--- config.mk ---
export PLATFORM = sky130hd
export DESIGN_NAME = two_class_priority_queue_scheduler_core
export DESIGN_NICKNAME = d
export VERILOG_FILES = /design/src/hdl/tcpqs_pkg.sv /design/src/hdl/two_class_priority_queue_scheduler_core.sv /design/src/hdl/tcpqs_ram.sv /design/src/hdl/tcpqs_datapath.sv /design/src/hdl/tcpqs_ctrl.sv
export SDC_FILE = /design/constraint.sdc
export NUM_CORES = 2
export LEC_CHECK = 0
export ABC_AREA = 1
export BUFFER_PORTS_ARGS = -buffer_cell sky130_fd_sc_hd__buf_2
export CAP_MARGIN = 40
export CORE_MARGIN = 2
export CORE_UTILIZATION = 45
export DETAILED_ROUTE_END_ITERATION = 8
export HOLD_SLACK_MARGIN = 0.05
export REMOVE_ABC_BUFFERS = 1
export SLEW_MARGIN = 30
export SYNTH_ARGS = -nofsm -noshare
export SYNTH_HDL_FRONTEND = slang
export SYNTH_SLANG_ARGS = --single-unit
--- constraint.sdc ---
create_clock -name clk -period 6.9 [get_ports clk]
set_input_delay 0.345 -clock clk [delete_from_list [all_inputs] [get_ports clk]]
set_output_delay 0.345 -clock clk [all_outputs]
set_load 0.05 [all_outputs]
--- src/hdl/tcpqs_pkg.sv ---
`default_nettype none

package tcpqs_pkg;

    localparam int DEF_QUEUE_DEPTH = 16;
    localparam int DEF_TAG_BITS    = 16;

    localparam int REQ_W   = 2;
    localparam int TAG_W   = 16;
    localparam int TIME_W  = 32;
    localparam int SEL_W   = 3;
    localparam int CNT_W   = 5;
    localparam int LIMIT_W = 5;
    localparam int CTR_W   = 32;
    localparam int STAT_W  = 48;
    localparam int ACT_W   = 2;

    localparam logic [LIMIT_W-1:0] LIMIT_RESET = 5'd16;

    localparam int IN_FIELDS_W  = TAG_W + TIME_W;
    localparam int IN_DATA_W    = ((IN_FIELDS_W + 7) / 8) * 8;
    localparam int IN_USER_W    = REQ_W + SEL_W;
    localparam int OUT_FIELDS_W = TAG_W + TIME_W + 2 * CNT_W + STAT_W;
    localparam int OUT_DATA_W   = ((OUT_FIELDS_W + 7) / 8) * 8;
    localparam int OUT_USER_W   = 1 + ACT_W;

    typedef enum logic [REQ_W-1:0] {
        REQ_HIGH = 2'd0,
        REQ_LOW  = 2'd1,
        REQ_TICK = 2'd2,
        REQ_STAT = 2'd3
    } req_t;

    typedef enum logic [ACT_W-1:0] {
        ACT_IDLE = 2'd0,
        ACT_HIGH = 2'd1,
        ACT_LOW  = 2'd2
    } act_t;

    localparam logic [SEL_W-1:0] SEL_HI_REQ  = 3'd0;
    localparam logic [SEL_W-1:0] SEL_HI_REJ  = 3'd1;
    localparam logic [SEL_W-1:0] SEL_LO_REQ  = 3'd2;
    localparam logic [SEL_W-1:0] SEL_LO_REJ  = 3'd3;
    localparam logic [SEL_W-1:0] SEL_IDLE    = 3'd4;
    localparam logic [SEL_W-1:0] SEL_HI_WAIT = 3'd5;
    localparam logic [SEL_W-1:0] SEL_LO_WAIT = 3'd6;

    typedef struct packed {
        logic take;
        logic pop;
        logic acc;
    } cmd_t;

    typedef struct packed {
        logic is_pop;
    } status_t;

endpackage

`default_nettype wire

--- src/hdl/two_class_priority_queue_scheduler_core.sv ---
`default_nettype none

// Two-class strict-priority scheduler with tail drop. Each input word is a high-class
// request, a low-class request, a service tick or a statistic read, and yields exactly
// one output word. A tick that pops an entry runs the queue RAM read, then the
// registered read data and wait subtraction, then the saturating wait-sum add; no new
// word is taken until these are done. The single output register frees the input side
// as soon as its word is taken. queue_limit is written through the cfg channel (always
// ready); the user must write it only while idle, which the block does not enforce.

module two_class_priority_queue_scheduler_core
    import tcpqs_pkg::*;
#(
    parameter int QUEUE_DEPTH = DEF_QUEUE_DEPTH,
    parameter int TAG_BITS    = DEF_TAG_BITS
) (
    input  wire logic                  clk,
    input  wire logic                  rst_n,
    input  wire logic                  s_tvalid,
    output logic                       s_tready,
    // tag_in[15:0], time_value[47:16]
    input  wire logic [IN_DATA_W-1:0]  s_tdata,
    // req_type[1:0], stat_select[4:2]
    input  wire logic [IN_USER_W-1:0]  s_tuser,
    output logic                       m_tvalid,
    input  wire logic                  m_tready,
    // served_tag[15:0], waited_time[47:16], high_queue_count[52:48],
    // low_queue_count[57:53], stat_value[105:58], zero pad above
    output logic [OUT_DATA_W-1:0]      m_tdata,
    // admitted[0], service_action[2:1]
    output logic [OUT_USER_W-1:0]      m_tuser,
    input  wire logic                  cfg_valid,
    output logic                       cfg_ready,
    input  wire logic [LIMIT_W-1:0]    cfg_data
);

    cmd_t              cmd;
    status_t           st;
    logic              out_admitted;
    act_t              out_action;
    logic [TAG_W-1:0]  out_tag;
    logic [TIME_W-1:0] out_wait;
    logic [CNT_W-1:0]  out_hi_cnt, out_lo_cnt;
    logic [STAT_W-1:0] out_stat;

    assign cfg_ready = 1'b1;

    tcpqs_ctrl u_ctrl (
        .clk       (clk),
        .rst_n     (rst_n),
        .in_valid  (s_tvalid),
        .in_ready  (s_tready),
        .out_valid (m_tvalid),
        .out_ready (m_tready),
        .st        (st),
        .cmd       (cmd)
    );

    tcpqs_datapath #(
        .QUEUE_DEPTH (QUEUE_DEPTH),
        .TAG_BITS    (TAG_BITS)
    ) u_dp (
        .clk          (clk),
        .rst_n        (rst_n),
        .cmd          (cmd),
        .st           (st),
        .in_req       (req_t'(s_tuser[REQ_W-1:0])),
        .in_tag       (s_tdata[TAG_W-1:0]),
        .in_time      (s_tdata[TAG_W+TIME_W-1:TAG_W]),
        .in_sel       (s_tuser[REQ_W+SEL_W-1:REQ_W]),
        .cfg_we       (cfg_valid && cfg_ready),
        .cfg_data     (cfg_data),
        .out_admitted (out_admitted),
        .out_action   (out_action),
        .out_tag      (out_tag),
        .out_wait     (out_wait),
        .out_hi_cnt   (out_hi_cnt),
        .out_lo_cnt   (out_lo_cnt),
        .out_stat     (out_stat)
    );

    assign m_tdata = {{(OUT_DATA_W - OUT_FIELDS_W){1'b0}},
                      out_stat, out_lo_cnt, out_hi_cnt, out_wait, out_tag};
    assign m_tuser = {out_action, out_admitted};

`ifndef ASSERT_OFF
    a_adm_no_pop: assert property (@(posedge clk) disable iff (!rst_n)
        m_tvalid |-> !(out_admitted && (out_action != ACT_IDLE)))
        else $error("admitted and served in one word");

    a_pop_then_acc: assert property (@(posedge clk) disable iff (!rst_n)
        cmd.pop |=> cmd.acc)
        else $error("wait sum not updated after pop");

    a_direct_result: assert property (@(posedge clk) disable iff (!rst_n)
        (cmd.take && !st.is_pop) |=> m_tvalid)
        else $error("one-cycle result missing");

    a_count_bound: assert property (@(posedge clk) disable iff (!rst_n)
        m_tvalid |-> ((32'(out_hi_cnt) <= QUEUE_DEPTH) && (32'(out_lo_cnt) <= QUEUE_DEPTH)))
        else $error("queue count above depth");
`endif

endmodule

`default_nettype wire

--- src/hdl/tcpqs_ram.sv ---
`default_nettype none

module tcpqs_ram #(
    parameter int WIDTH = 48,
    parameter int DEPTH = 16,
    localparam int ADDR_W = (DEPTH > 1) ? $clog2(DEPTH) : 1
) (
    input  wire logic             clk,
    input  wire logic             wr_en,
    input  wire logic [ADDR_W-1:0] wr_addr,
    input  wire logic [WIDTH-1:0] wr_data,
    input  wire logic             rd_en,
    input  wire logic [ADDR_W-1:0] rd_addr,
    output logic      [WIDTH-1:0] rd_data
);

    logic [WIDTH-1:0] mem_reg [DEPTH];
    logic [WIDTH-1:0] rd_data_reg;

    always_ff @(posedge clk)
    begin
        if (wr_en)
        begin
            mem_reg[wr_addr] <= wr_data;
        end
        if (rd_en)
        begin
            rd_data_reg <= mem_reg[rd_addr];
        end
    end

    assign rd_data = rd_data_reg;

endmodule

`default_nettype wire

--- src/hdl/tcpqs_datapath.sv ---
`default_nettype none

module tcpqs_datapath
    import tcpqs_pkg::*;
#(
    parameter int QUEUE_DEPTH = DEF_QUEUE_DEPTH,
    parameter int TAG_BITS    = DEF_TAG_BITS
) (
    input  wire logic               clk,
    input  wire logic               rst_n,
    input  wire cmd_t               cmd,
    output status_t                 st,
    input  wire req_t               in_req,
    input  wire logic [TAG_W-1:0]   in_tag,
    input  wire logic [TIME_W-1:0]  in_time,
    input  wire logic [SEL_W-1:0]   in_sel,
    input  wire logic               cfg_we,
    input  wire logic [LIMIT_W-1:0] cfg_data,
    output logic                    out_admitted,
    output act_t                    out_action,
    output logic [TAG_W-1:0]        out_tag,
    output logic [TIME_W-1:0]       out_wait,
    output logic [CNT_W-1:0]        out_hi_cnt,
    output logic [CNT_W-1:0]        out_lo_cnt,
    output logic [STAT_W-1:0]       out_stat
);

    localparam int PTR_W   = (QUEUE_DEPTH > 1) ? $clog2(QUEUE_DEPTH) : 1;
    localparam int QCNT_W  = $clog2(QUEUE_DEPTH + 1);
    localparam int ENTRY_W = TAG_BITS + TIME_W;
    localparam logic [PTR_W-1:0] PTR_LAST = PTR_W'(QUEUE_DEPTH - 1);

    function automatic logic [CTR_W-1:0] sat_inc(input logic [CTR_W-1:0] v);
        return (v == {CTR_W{1'b1}}) ? v : v + 1'b1;
    endfunction

    function automatic logic [PTR_W-1:0] ptr_inc(input logic [PTR_W-1:0] p);
        return (p == PTR_LAST) ? '0 : p + 1'b1;
    endfunction

    logic [LIMIT_W-1:0] limit_reg;
    logic [PTR_W-1:0]   hi_head_reg, hi_tail_reg, lo_head_reg, lo_tail_reg;
    logic [QCNT_W-1:0]  hi_cnt_reg, lo_cnt_reg, hi_cnt_next, lo_cnt_next;
    logic [CTR_W-1:0]   hi_req_reg, hi_rej_reg, lo_req_reg, lo_rej_reg, idle_reg;
    logic [STAT_W-1:0]  hi_sum_reg, lo_sum_reg;
    logic               pop_hi_reg;
    logic [TIME_W-1:0]  time_reg;

    logic               adm_reg;
    act_t               act_reg;
    logic [TAG_W-1:0]   tag_reg;
    logic [TIME_W-1:0]  wait_reg;
    logic [CNT_W-1:0]   ohi_reg, olo_reg;
    logic [STAT_W-1:0]  stat_reg;

    logic               hi_room, lo_room, hi_we, lo_we;
    logic [31:0]        tag_wide, rd_tag_wide;
    logic [ENTRY_W-1:0] wr_entry, hi_rd, lo_rd, pop_entry;
    logic [TIME_W-1:0]  pop_wait;
    logic [STAT_W-1:0]  stat_mux, acc_base, sum_next;
    logic [STAT_W:0]    sum_wide;

    assign hi_room = (32'(hi_cnt_reg) < 32'(limit_reg)) && (32'(hi_cnt_reg) < QUEUE_DEPTH);
    assign lo_room = (32'(lo_cnt_reg) < 32'(limit_reg)) && (32'(lo_cnt_reg) < QUEUE_DEPTH);
    assign hi_we   = cmd.take && (in_req == REQ_HIGH) && hi_room;
    assign lo_we   = cmd.take && (in_req == REQ_LOW) && lo_room;

    assign st.is_pop = (in_req == REQ_TICK) && ((hi_cnt_reg != '0) || (lo_cnt_reg != '0));

    assign tag_wide = {{(32 - TAG_W){1'b0}}, in_tag};
    assign wr_entry = {tag_wide[TAG_BITS-1:0], in_time};

    tcpqs_ram #(.WIDTH(ENTRY_W), .DEPTH(QUEUE_DEPTH)) u_hi_ram (
        .clk     (clk),
        .wr_en   (hi_we),
        .wr_addr (hi_tail_reg),
        .wr_data (wr_entry),
        .rd_en   (cmd.take),
        .rd_addr (hi_head_reg),
        .rd_data (hi_rd)
    );

    tcpqs_ram #(.WIDTH(ENTRY_W), .DEPTH(QUEUE_DEPTH)) u_lo_ram (
        .clk     (clk),
        .wr_en   (lo_we),
        .wr_addr (lo_tail_reg),
        .wr_data (wr_entry),
        .rd_en   (cmd.take),
        .rd_addr (lo_head_reg),
        .rd_data (lo_rd)
    );

    assign pop_entry   = pop_hi_reg ? hi_rd : lo_rd;
    assign rd_tag_wide = 32'(pop_entry[ENTRY_W-1:TIME_W]);
    assign pop_wait    = time_reg - pop_entry[TIME_W-1:0];

    assign acc_base = pop_hi_reg ? hi_sum_reg : lo_sum_reg;
    assign sum_wide = {1'b0, acc_base} + {{(STAT_W + 1 - TIME_W){1'b0}}, wait_reg};
    assign sum_next = (sum_wide >= {1'b0, {STAT_W{1'b1}}}) ? {STAT_W{1'b1}}
                                                          : sum_wide[STAT_W-1:0];

    always_comb
    begin
        hi_cnt_next = hi_cnt_reg;
        lo_cnt_next = lo_cnt_reg;
        if (hi_we)
        begin
            hi_cnt_next = hi_cnt_reg + 1'b1;
        end
        if (lo_we)
        begin
            lo_cnt_next = lo_cnt_reg + 1'b1;
        end
        if (cmd.pop)
        begin
            if (pop_hi_reg)
            begin
                hi_cnt_next = hi_cnt_reg - 1'b1;
            end
            else
            begin
                lo_cnt_next = lo_cnt_reg - 1'b1;
            end
        end
    end

    always_comb
    begin
        unique case (in_sel)
            SEL_HI_REQ:  stat_mux = {{(STAT_W - CTR_W){1'b0}}, hi_req_reg};
            SEL_HI_REJ:  stat_mux = {{(STAT_W - CTR_W){1'b0}}, hi_rej_reg};
            SEL_LO_REQ:  stat_mux = {{(STAT_W - CTR_W){1'b0}}, lo_req_reg};
            SEL_LO_REJ:  stat_mux = {{(STAT_W - CTR_W){1'b0}}, lo_rej_reg};
            SEL_IDLE:    stat_mux = {{(STAT_W - CTR_W){1'b0}}, idle_reg};
            SEL_HI_WAIT: stat_mux = hi_sum_reg;
            SEL_LO_WAIT: stat_mux = lo_sum_reg;
            default:     stat_mux = '0;
        endcase
    end

    always_ff @(posedge clk or negedge rst_n)
    begin
        if (!rst_n)
        begin
            limit_reg   <= LIMIT_RESET;
            hi_head_reg <= '0;
            hi_tail_reg <= '0;
            hi_cnt_reg  <= '0;
            lo_head_reg <= '0;
            lo_tail_reg <= '0;
            lo_cnt_reg  <= '0;
            hi_req_reg  <= '0;
            hi_rej_reg  <= '0;
            lo_req_reg  <= '0;
            lo_rej_reg  <= '0;
            idle_reg    <= '0;
            hi_sum_reg  <= '0;
            lo_sum_reg  <= '0;
        end
        else
        begin
            if (cfg_we)
            begin
                limit_reg <= cfg_data;
            end
            hi_cnt_reg <= hi_cnt_next;
            lo_cnt_reg <= lo_cnt_next;
            if (hi_we)
            begin
                hi_tail_reg <= ptr_inc(hi_tail_reg);
            end
            if (lo_we)
            begin
                lo_tail_reg <= ptr_inc(lo_tail_reg);
            end
            if (cmd.take)
            begin
                unique case (in_req)
                    REQ_HIGH:
                    begin
                        hi_req_reg <= sat_inc(hi_req_reg);
                        if (!hi_room)
                        begin
                            hi_rej_reg <= sat_inc(hi_rej_reg);
                        end
                    end
                    REQ_LOW:
                    begin
                        lo_req_reg <= sat_inc(lo_req_reg);
                        if (!lo_room)
                        begin
                            lo_rej_reg <= sat_inc(lo_rej_reg);
                        end
                    end
                    REQ_TICK:
                    begin
                        if (!st.is_pop)
                        begin
                            idle_reg <= sat_inc(idle_reg);
                        end
                    end
                    default:
                    begin
                    end
                endcase
            end
            if (cmd.pop)
            begin
                if (pop_hi_reg)
                begin
                    hi_head_reg <= ptr_inc(hi_head_reg);
                end
                else
                begin
                    lo_head_reg <= ptr_inc(lo_head_reg);
                end
            end
            if (cmd.acc)
            begin
                if (pop_hi_reg)
                begin
                    hi_sum_reg <= sum_next;
                end
                else
                begin
                    lo_sum_reg <= sum_next;
                end
            end
        end
    end

    always_ff @(posedge clk)
    begin
        if (cmd.take)
        begin
            pop_hi_reg <= (hi_cnt_reg != '0);
            time_reg   <= in_time;
        end
        if (cmd.take && !st.is_pop)
        begin
            adm_reg  <= hi_we || lo_we;
            act_reg  <= ACT_IDLE;
            tag_reg  <= '0;
            wait_reg <= '0;
            ohi_reg  <= CNT_W'(hi_cnt_next);
            olo_reg  <= CNT_W'(lo_cnt_next);
            stat_reg <= (in_req == REQ_STAT) ? stat_mux : '0;
        end
        else if (cmd.pop)
        begin
            adm_reg  <= 1'b0;
            act_reg  <= pop_hi_reg ? ACT_HIGH : ACT_LOW;
            tag_reg  <= rd_tag_wide[TAG_W-1:0];
            wait_reg <= pop_wait;
            ohi_reg  <= CNT_W'(hi_cnt_next);
            olo_reg  <= CNT_W'(lo_cnt_next);
            stat_reg <= '0;
        end
    end

    assign out_admitted = adm_reg;
    assign out_action   = act_reg;
    assign out_tag      = tag_reg;
    assign out_wait     = wait_reg;
    assign out_hi_cnt   = ohi_reg;
    assign out_lo_cnt   = olo_reg;
    assign out_stat     = stat_reg;

endmodule

`default_nettype wire

--- src/hdl/tcpqs_ctrl.sv ---
`default_nettype none

module tcpqs_ctrl
    import tcpqs_pkg::*;
(
    input  wire logic    clk,
    input  wire logic    rst_n,
    input  wire logic    in_valid,
    output logic         in_ready,
    output logic         out_valid,
    input  wire logic    out_ready,
    input  wire status_t st,
    output cmd_t         cmd
);

    typedef enum logic [2:0] {
        S_IDLE = 3'b001,
        S_READ = 3'b010,
        S_ACC  = 3'b100
    } state_t;

    state_t state_reg, state_next;
    logic   ovalid_reg, ovalid_next;
    logic   take;

    assign in_ready = (state_reg == S_IDLE) && (!ovalid_reg || out_ready);
    assign take     = in_ready && in_valid;

    assign cmd.take = take;
    assign cmd.pop  = (state_reg == S_READ);
    assign cmd.acc  = (state_reg == S_ACC);

    always_comb
    begin
        state_next = state_reg;
        unique case (state_reg)
            S_IDLE:
            begin
                if (take && st.is_pop)
                begin
                    state_next = S_READ;
                end
            end
            S_READ:  state_next = S_ACC;
            S_ACC:   state_next = S_IDLE;
            default: state_next = S_IDLE;
        endcase
    end

    always_comb
    begin
        ovalid_next = ovalid_reg;
        if ((take && !st.is_pop) || cmd.pop)
        begin
            ovalid_next = 1'b1;
        end
        else if (out_ready)
        begin
            ovalid_next = 1'b0;
        end
    end

    always_ff @(posedge clk or negedge rst_n)
    begin
        if (!rst_n)
        begin
            state_reg  <= S_IDLE;
            ovalid_reg <= 1'b0;
        end
        else
        begin
            state_reg  <= state_next;
            ovalid_reg <= ovalid_next;
        end
    end

    assign out_valid = ovalid_reg;

endmodule

`default_nettype wire
**Word-level counts from Yosys, hierarchy flattened**

Memory sizes are Yosys's and may differ from the RTL's. A register that Yosys moved wholly into a read port is not among the register bits.
Index checks and enable logic that the tools add are counted.

- Bits in registers: 433
- Output and inout bits: 118
- Memories: 2
- Input bits: 63
- Logic and storage cells: 142
- Memory bits (writable): 1536

- Muxes and demuxes: 32
- Reduce and logical (&&, ||, !) cells: 32
- Bitwise gates (word level): 9
- Order comparisons: 5
- Add/sub/neg operators: 15
- Equal/unequal tests: 22

Memories:

| memory | depth | width | rd ports | clocked after Yosys merged registers in | wr ports | RTL line | RTL |
|---|---|---|---|---|---|---|---|
| u_dp.u_hi_ram.mem_reg | 16 | 48 | 1 | 1 | 1 | tcpqs_ram.sv:17 | `logic [WIDTH-1:0] mem_reg [DEPTH];` |
| u_dp.u_lo_ram.mem_reg | 16 | 48 | 1 | 1 | 1 | tcpqs_ram.sv:17 |  |

Operators by type and width:

| kind | count |
|---|---|
| $pmux 48 s7 | 1 |
| $mux 48 | 6 |
| $add 32x1->32 const B | 5 |
| $eq 32x32->1 const B | 5 |
| $mux 5 | 10 |
| $add 48x32->49 | 1 |
| $ge 49x48->1 const B | 1 |
| $sub 32x32->32 | 1 |
| $add 4x1->4 const B | 4 |
| $eq 4x4->1 const B | 4 |
| $mux 4 | 4 |
| $eq 3x3->1 const B | 4 |
| $reduce_and 4->1 | 3 |
| $logic_and 1x1->1 | 11 |
| $add 5x1->5 const B | 2 |
| $lt 5x5->1 | 2 |
| $lt 5x5->1 const B | 2 |
| $reduce_bool 5->1 | 2 |
| $sub 5x1->5 const B | 2 |
| $eq 3x2->1 const B | 3 |
| $not 1->1 | 9 |
| $mux 1 | 8 |
| $reduce_and 2->1 | 4 |
| $eq 3x1->1 const B | 2 |
| other kinds (12) | 19 |

**Logic depth before layout (Yosys ltp)**

- Word-level depth: 11
- Mapped depth: 29
- Mapped depth without buffers: 24

**Hierarchy**

From an unflattened synthesis, not the netlist that was laid out.

- Cell total of the unflattened synthesis: 10086
- Area, all modules: 96271.1 um^2

Modules (own cells, without submodules):

| module | times used | cells each | seq. area each (um^2) | area each (um^2) |
|---|---|---|---|---|
| tcpqs_ram | 2 | 3165 | 24503.5 | 34469.3 |
| tcpqs_datapath | 1 | 3716 | 10946.7 | 27037.2 |
| tcpqs_ctrl | 1 | 30 | 101.3 | 227.7 |
| two_class_priority_queue_scheduler_core | 1 | 10 | 0.0 | 67.6 |

**Worst setup path before layout**

OpenSTA, ideal clock, no wires.

- Path kind: reg-to-reg
- From: reg u_ctrl.ovalid_reg, in the netlist u_ctrl.out_valid
- To: reg u_dp.adm_reg, in the netlist u_dp.out_admitted (enable)
- Data required time: 6.487 ns
- Setup slack: 0.287 ns
- Period minus slack after synthesis: 6.613 ns
- Path buffers: 0
- Arrival: 6.200 ns
- Stages on the path, launching flop included: 8
- Library setup time: 0.413 ns
- Cell sequence: dfrtp_1 -> a211oi_2 -> nand2_1 -> inv_1 -> nand2_1 -> clkinv_1 -> nor2_1 -> inv_1

- Longest elaborated chain between the ends: 6

Ends and longest elaborated chain:

| element | RTL line | RTL |
|---|---|---|
| from (decl) | tcpqs_ctrl.sv:23 | `logic ovalid_reg, ovalid_next;` |
| from (signal assigned) | tcpqs_ctrl.sv:73 | `ovalid_reg <= ovalid_next;` |
| $logic_not 1->1 | tcpqs_ctrl.sv:26 | `assign in_ready = (state_reg == S_IDLE) && (!ovalid_reg \|\| out_ready);` |
| $logic_or 1x1->1 | tcpqs_ctrl.sv:26 |  |
| $logic_and 1x1->1 | tcpqs_ctrl.sv:26 |  |
| via s_tready | two_class_priority_queue_scheduler_core.sv:20 | `output logic s_tready,` |
| $logic_and 1x1->1 | tcpqs_ctrl.sv:27 | `assign take = in_ready && in_valid;` |
| via u_ctrl.take | tcpqs_ctrl.sv:24 | `logic take;` |
| $logic_and 1x1->1 | tcpqs_datapath.sv:239 | `if (cmd.take && !st.is_pop)` |
| $reduce_bool 2->1 (no line) | - |  |
| to (signal assigned) | tcpqs_datapath.sv:241 | `adm_reg <= hi_we \|\| lo_we;` |
| to (decl) | tcpqs_datapath.sv:49 | `logic adm_reg;` |

The timed path passes the listed nets, and every way through them passes these cells.
A chain may end at the register's enable or synchronous reset.

**Worst setup path after layout**

- From: reg u_dp.pop_hi_reg
- To: reg u_dp.lo_sum_reg[3]

- Longest elaborated chain between the ends: 4
- Elaborated cells on any way between the ends: 6
- Those cells by class: add/sub: 1; order compare: 1; mux: 2; bitwise: 1; reduce/logical: 1

Ends and longest elaborated chain:

| element | RTL line | RTL |
|---|---|---|
| from (decl) | tcpqs_datapath.sv:46 | `logic pop_hi_reg;` |
| from (signal assigned) | tcpqs_datapath.sv:236 | `pop_hi_reg <= (hi_cnt_reg != '0);` |
| $mux 48 | tcpqs_datapath.sv:97 | `assign acc_base = pop_hi_reg ? hi_sum_reg : lo_sum_reg;` |
| $add 48x32->49 | tcpqs_datapath.sv:98 | `assign sum_wide = {1'b0, acc_base} + {{(STAT_W + 1 - TIME_W){1'b0}}, wait_reg};` |
| $ge 49x48->1 | tcpqs_datapath.sv:99 | `assign sum_next = (sum_wide >= {1'b0, {STAT_W{1'b1}}}) ? {STAT_W{1'b1}}` |
| $mux 48 | tcpqs_datapath.sv:99 |  |
| to (signal assigned) | tcpqs_datapath.sv:226 | `lo_sum_reg <= sum_next;` |
| to (decl) | tcpqs_datapath.sv:45 | `logic [STAT_W-1:0] hi_sum_reg, lo_sum_reg;` |

Several ways; a longest one is shown, not always the timed one.

==> results.md <==
- Worst-path fanout max: 91
- Slew @ Worst Pin: 0.938 ns
- Commonest non-fill, non-tap cell in the layout: edfxtp_1
- CP Launch Type: flip-flop
- H-Tree Level Count: 4
- Root Buffer: clkbuf_16
- Switch Pwr: 0.00795 W
- Final worst slack: 1.94 ns
- Pleak: 38.0 nW
- Hpwl dp: 173000 um
- P&R area growth vs syn: 13.9%
- Synth top area share: 0.584
- Most frequent cells in the layout: edfxtp_1, nand2_1, nor2_1
- Hold Vio Cnt, Final: 0
- Final period util: 0.719
- Clock Path Buffers: 3
- Slew headroom: 0.375
- Iter 0 DRT Violations: 7055
- Clock slew at reported path FFs: 0.06 ns
- Synthesized area: 0.0887 mm^2
- Worst-path cell chain: buf_12, o21ai_0, ha_1, a21oi_1, inv_1, a21oi_1, nand2_1, a21oi_1, nand2_1, nand2_1, nand2_1, inv_1, nand2_1, nor2_1, nand3_1, nor2_1, nand3_4, buf_12, nand3_1, nand2_1, nand2_1
- Number of synthesized register bits: 2065
- Ports: 181
- Initial Util: 0.454
- CTS Buf Count: 212
- Vias per inst: 5.75
- Grt total ovfl: 0
- Max stage delay on crit path: 0.58 ns
- Sequential fraction of the synthesis area: 0.677
- Synth warn: 0
- Worst skew pair latency: 0.87 ns
- Max-cap viol count: 0
- Number of synthesized flops with an enable pin: 1724
- CTS tree: done
- Critical path class: reg2reg
- Slowest CP cell: o21ai_0
- WL/cell: 25.4 um
- Post-synthesis cell type count: 62
- Max IR drop VDD: 0.229 mV
- Fin util: 0.517
- Hold Startpoint: s_tvalid
- CTS Sinks: 2065
- Logic pwr share: 0.125
- IO Port Bufs: 173
- First-pass GRT wire length: 406000 um
- Share of cells above drive strength 1: 0.0911
- Via Count: 63113
- Die Y-Extent: 448 um
- Final Skew: 0.0643 ns
- Sequential power share: 0.491
- Max-slew violations: 0
- Sw Share: 0.272
- Power density over the cells: 290 mW/mm^2
- WL final: 278000 um
- Fmax: 202 MHz
- Synth Instances: 7946
- Rows: 162
- Vias in the first global route: 60364
- Post-route ant nets: 0
- Final Critical Period: 4.96 ns
- Primary FF master, synth: edfxtp_1
- Remaining DRCs: 0
- Initial antenna violation count: 13
- CP endpoint kind: flip-flop
- Type of the worst min-delay path: in2reg
- Clock network power share: 0.384
- Ys async rst share: 0.141
- Total GRT Usage: 0.274
- Setup Slack @ Placement: 2.02 ns
- Required @ worst endpoint: 7.64 ns
- Outcome: completed
- Total setup buffers inserted after CTS: 0
- Crit-path most repeated cell: nand2_1
- RSZ-0062 raised after global routing: no
- Dominant cell type by area after synthesis: edfxtp_1
- Largest cells by area after synthesis: edfxtp_1, dfrtp_1, nand2_1, o21ai_0, nor2_1
- Final setup fails: 0
- Die Width: 448 um
- Core area: 0.195 mm^2
- Worst R2R Start: u_dp.pop_hi_reg
- Largest net degree at the start of global routing: 169
- Worst setup path start: u_dp.pop_hi_reg
- NumNets Final: 8312
- Drt pass-1 iters: 6
- Internal Power: 0.0213 W
- Crit path DAT: 5.70 ns
- DIE AREA: 0.201 mm^2
- Post-synthesis average cell area: 11.2 um^2
- Routability cong.: 0.948
## synthesized netlist by cell type (30+ instances only)
library cell and count:
a21oi_1 229, a221oi_1 78, buf_1 30, clkbuf_1 351, dfrtp_1 289, dfxtp_1 50
edfxtp_1 1724, ha_1 92, inv_1 565, mux2i_1 31, nand2_1 1519, nand3_1 322
nand4_1 91, nor2_1 899, nor3_1 83, nor4_1 31, o21ai_0 776, o221ai_1 130
o22ai_1 242, xor2_1 160
## power groups by stage
stage,registers [W],logic [W],clock network [W]
floorplan,0.0148,0.00196,0
CTS,0.0144,0.00361,0.0114
global placement,0.0146,0.00346,0
finish,0.0144,0.00367,0.0112
detailed placement,0.0146,0.00356,0
global route,0.0144,0.00402,0.0119
## critical path, delay by kind of cell (launching register included)
kind	cells	cell delay, ns
adders and majority gates	1	0.40
DFF	1	0.55
buffers and inverters	4	0.78
AOI/OAI and AO/OA	4	1.50
and+or+nand+nor	12	1.55
## timing repair
item,in CTS,in global routing
hold buffers,68,1
gates resized for setup,0,0
hold endpoints to repair,1609,31
## cell type report
class                           instances  area, um^2
Antenna cell                            3        7.51
Fill cell                           17137       94400
Clock inverter                        118        1040
Timing Repair Buffer                  395        3380
Multi-Input combinational cell       4906       25200
Tap cell                             2624        3280
Sequential cell                      2065       60100
Clock buffer                          282        5760
Inverter                              575        2190
## metal layers
| layer | global-route usage | vias up | wire length, um |
|---|---|---|---|
| met2 | 0.451 | 2643 | 133000 |
| met4 | 0.0879 | 6 | 9190 |
| met5 | 0 | - | 38 |
| met1 | 0.376 | 31400 | 116000 |
| met3 | 0.0377 | 502 | 19900 |
| li1 | - | 28562 | - |
## path summary, 6_finish.rpt
path / endpoint / slack (ns) / cells after the start
hold / removal: u_ctrl.state_reg[1] / 0.11 / 3
max in group asynchronous: u_dp.lo_sum_reg[0] / 4.96 / 6
setup / recovery: u_dp.lo_sum_reg[3] / 1.94 / 21
setup reg to reg: u_dp.lo_sum_reg[3] / 1.94 / 21
min in group asynchronous: u_dp.lo_sum_reg[45] / 0.51 / 3
hold reg to reg: u_dp.out_tag[7] / 0.44 / 2
## cell families (layout without fill, tap and decap cells)
group,after synthesis,after routing,synth area share
simple gates,3011,3011,0.140
other cells,2,10,0.0000847
mux,31,31,0.00350
fa+ha+maj,94,94,0.0134
buf+inv,980,1370,0.0425
xor+xnor,185,185,0.0183
compound gates,1578,1578,0.105
flops,2065,2065,0.677
## stage by stage
stage               hold WS (ns)  TNS, ns  cells  instance area [um^2]  power [W]
global placement           0.437        0  10461                 92600     0.0181
detailed placement         0.438        0  10490                 93300     0.0182
CTS                       0.0586        0  10958                101000     0.0294
global route              0.0953        0  10967                101000     0.0303
floorplan                 0.0494  -740.73   7546                 87100     0.0168
finish                     0.107        0  10968                101000     0.0293
(Power assumes the default switching activity.)
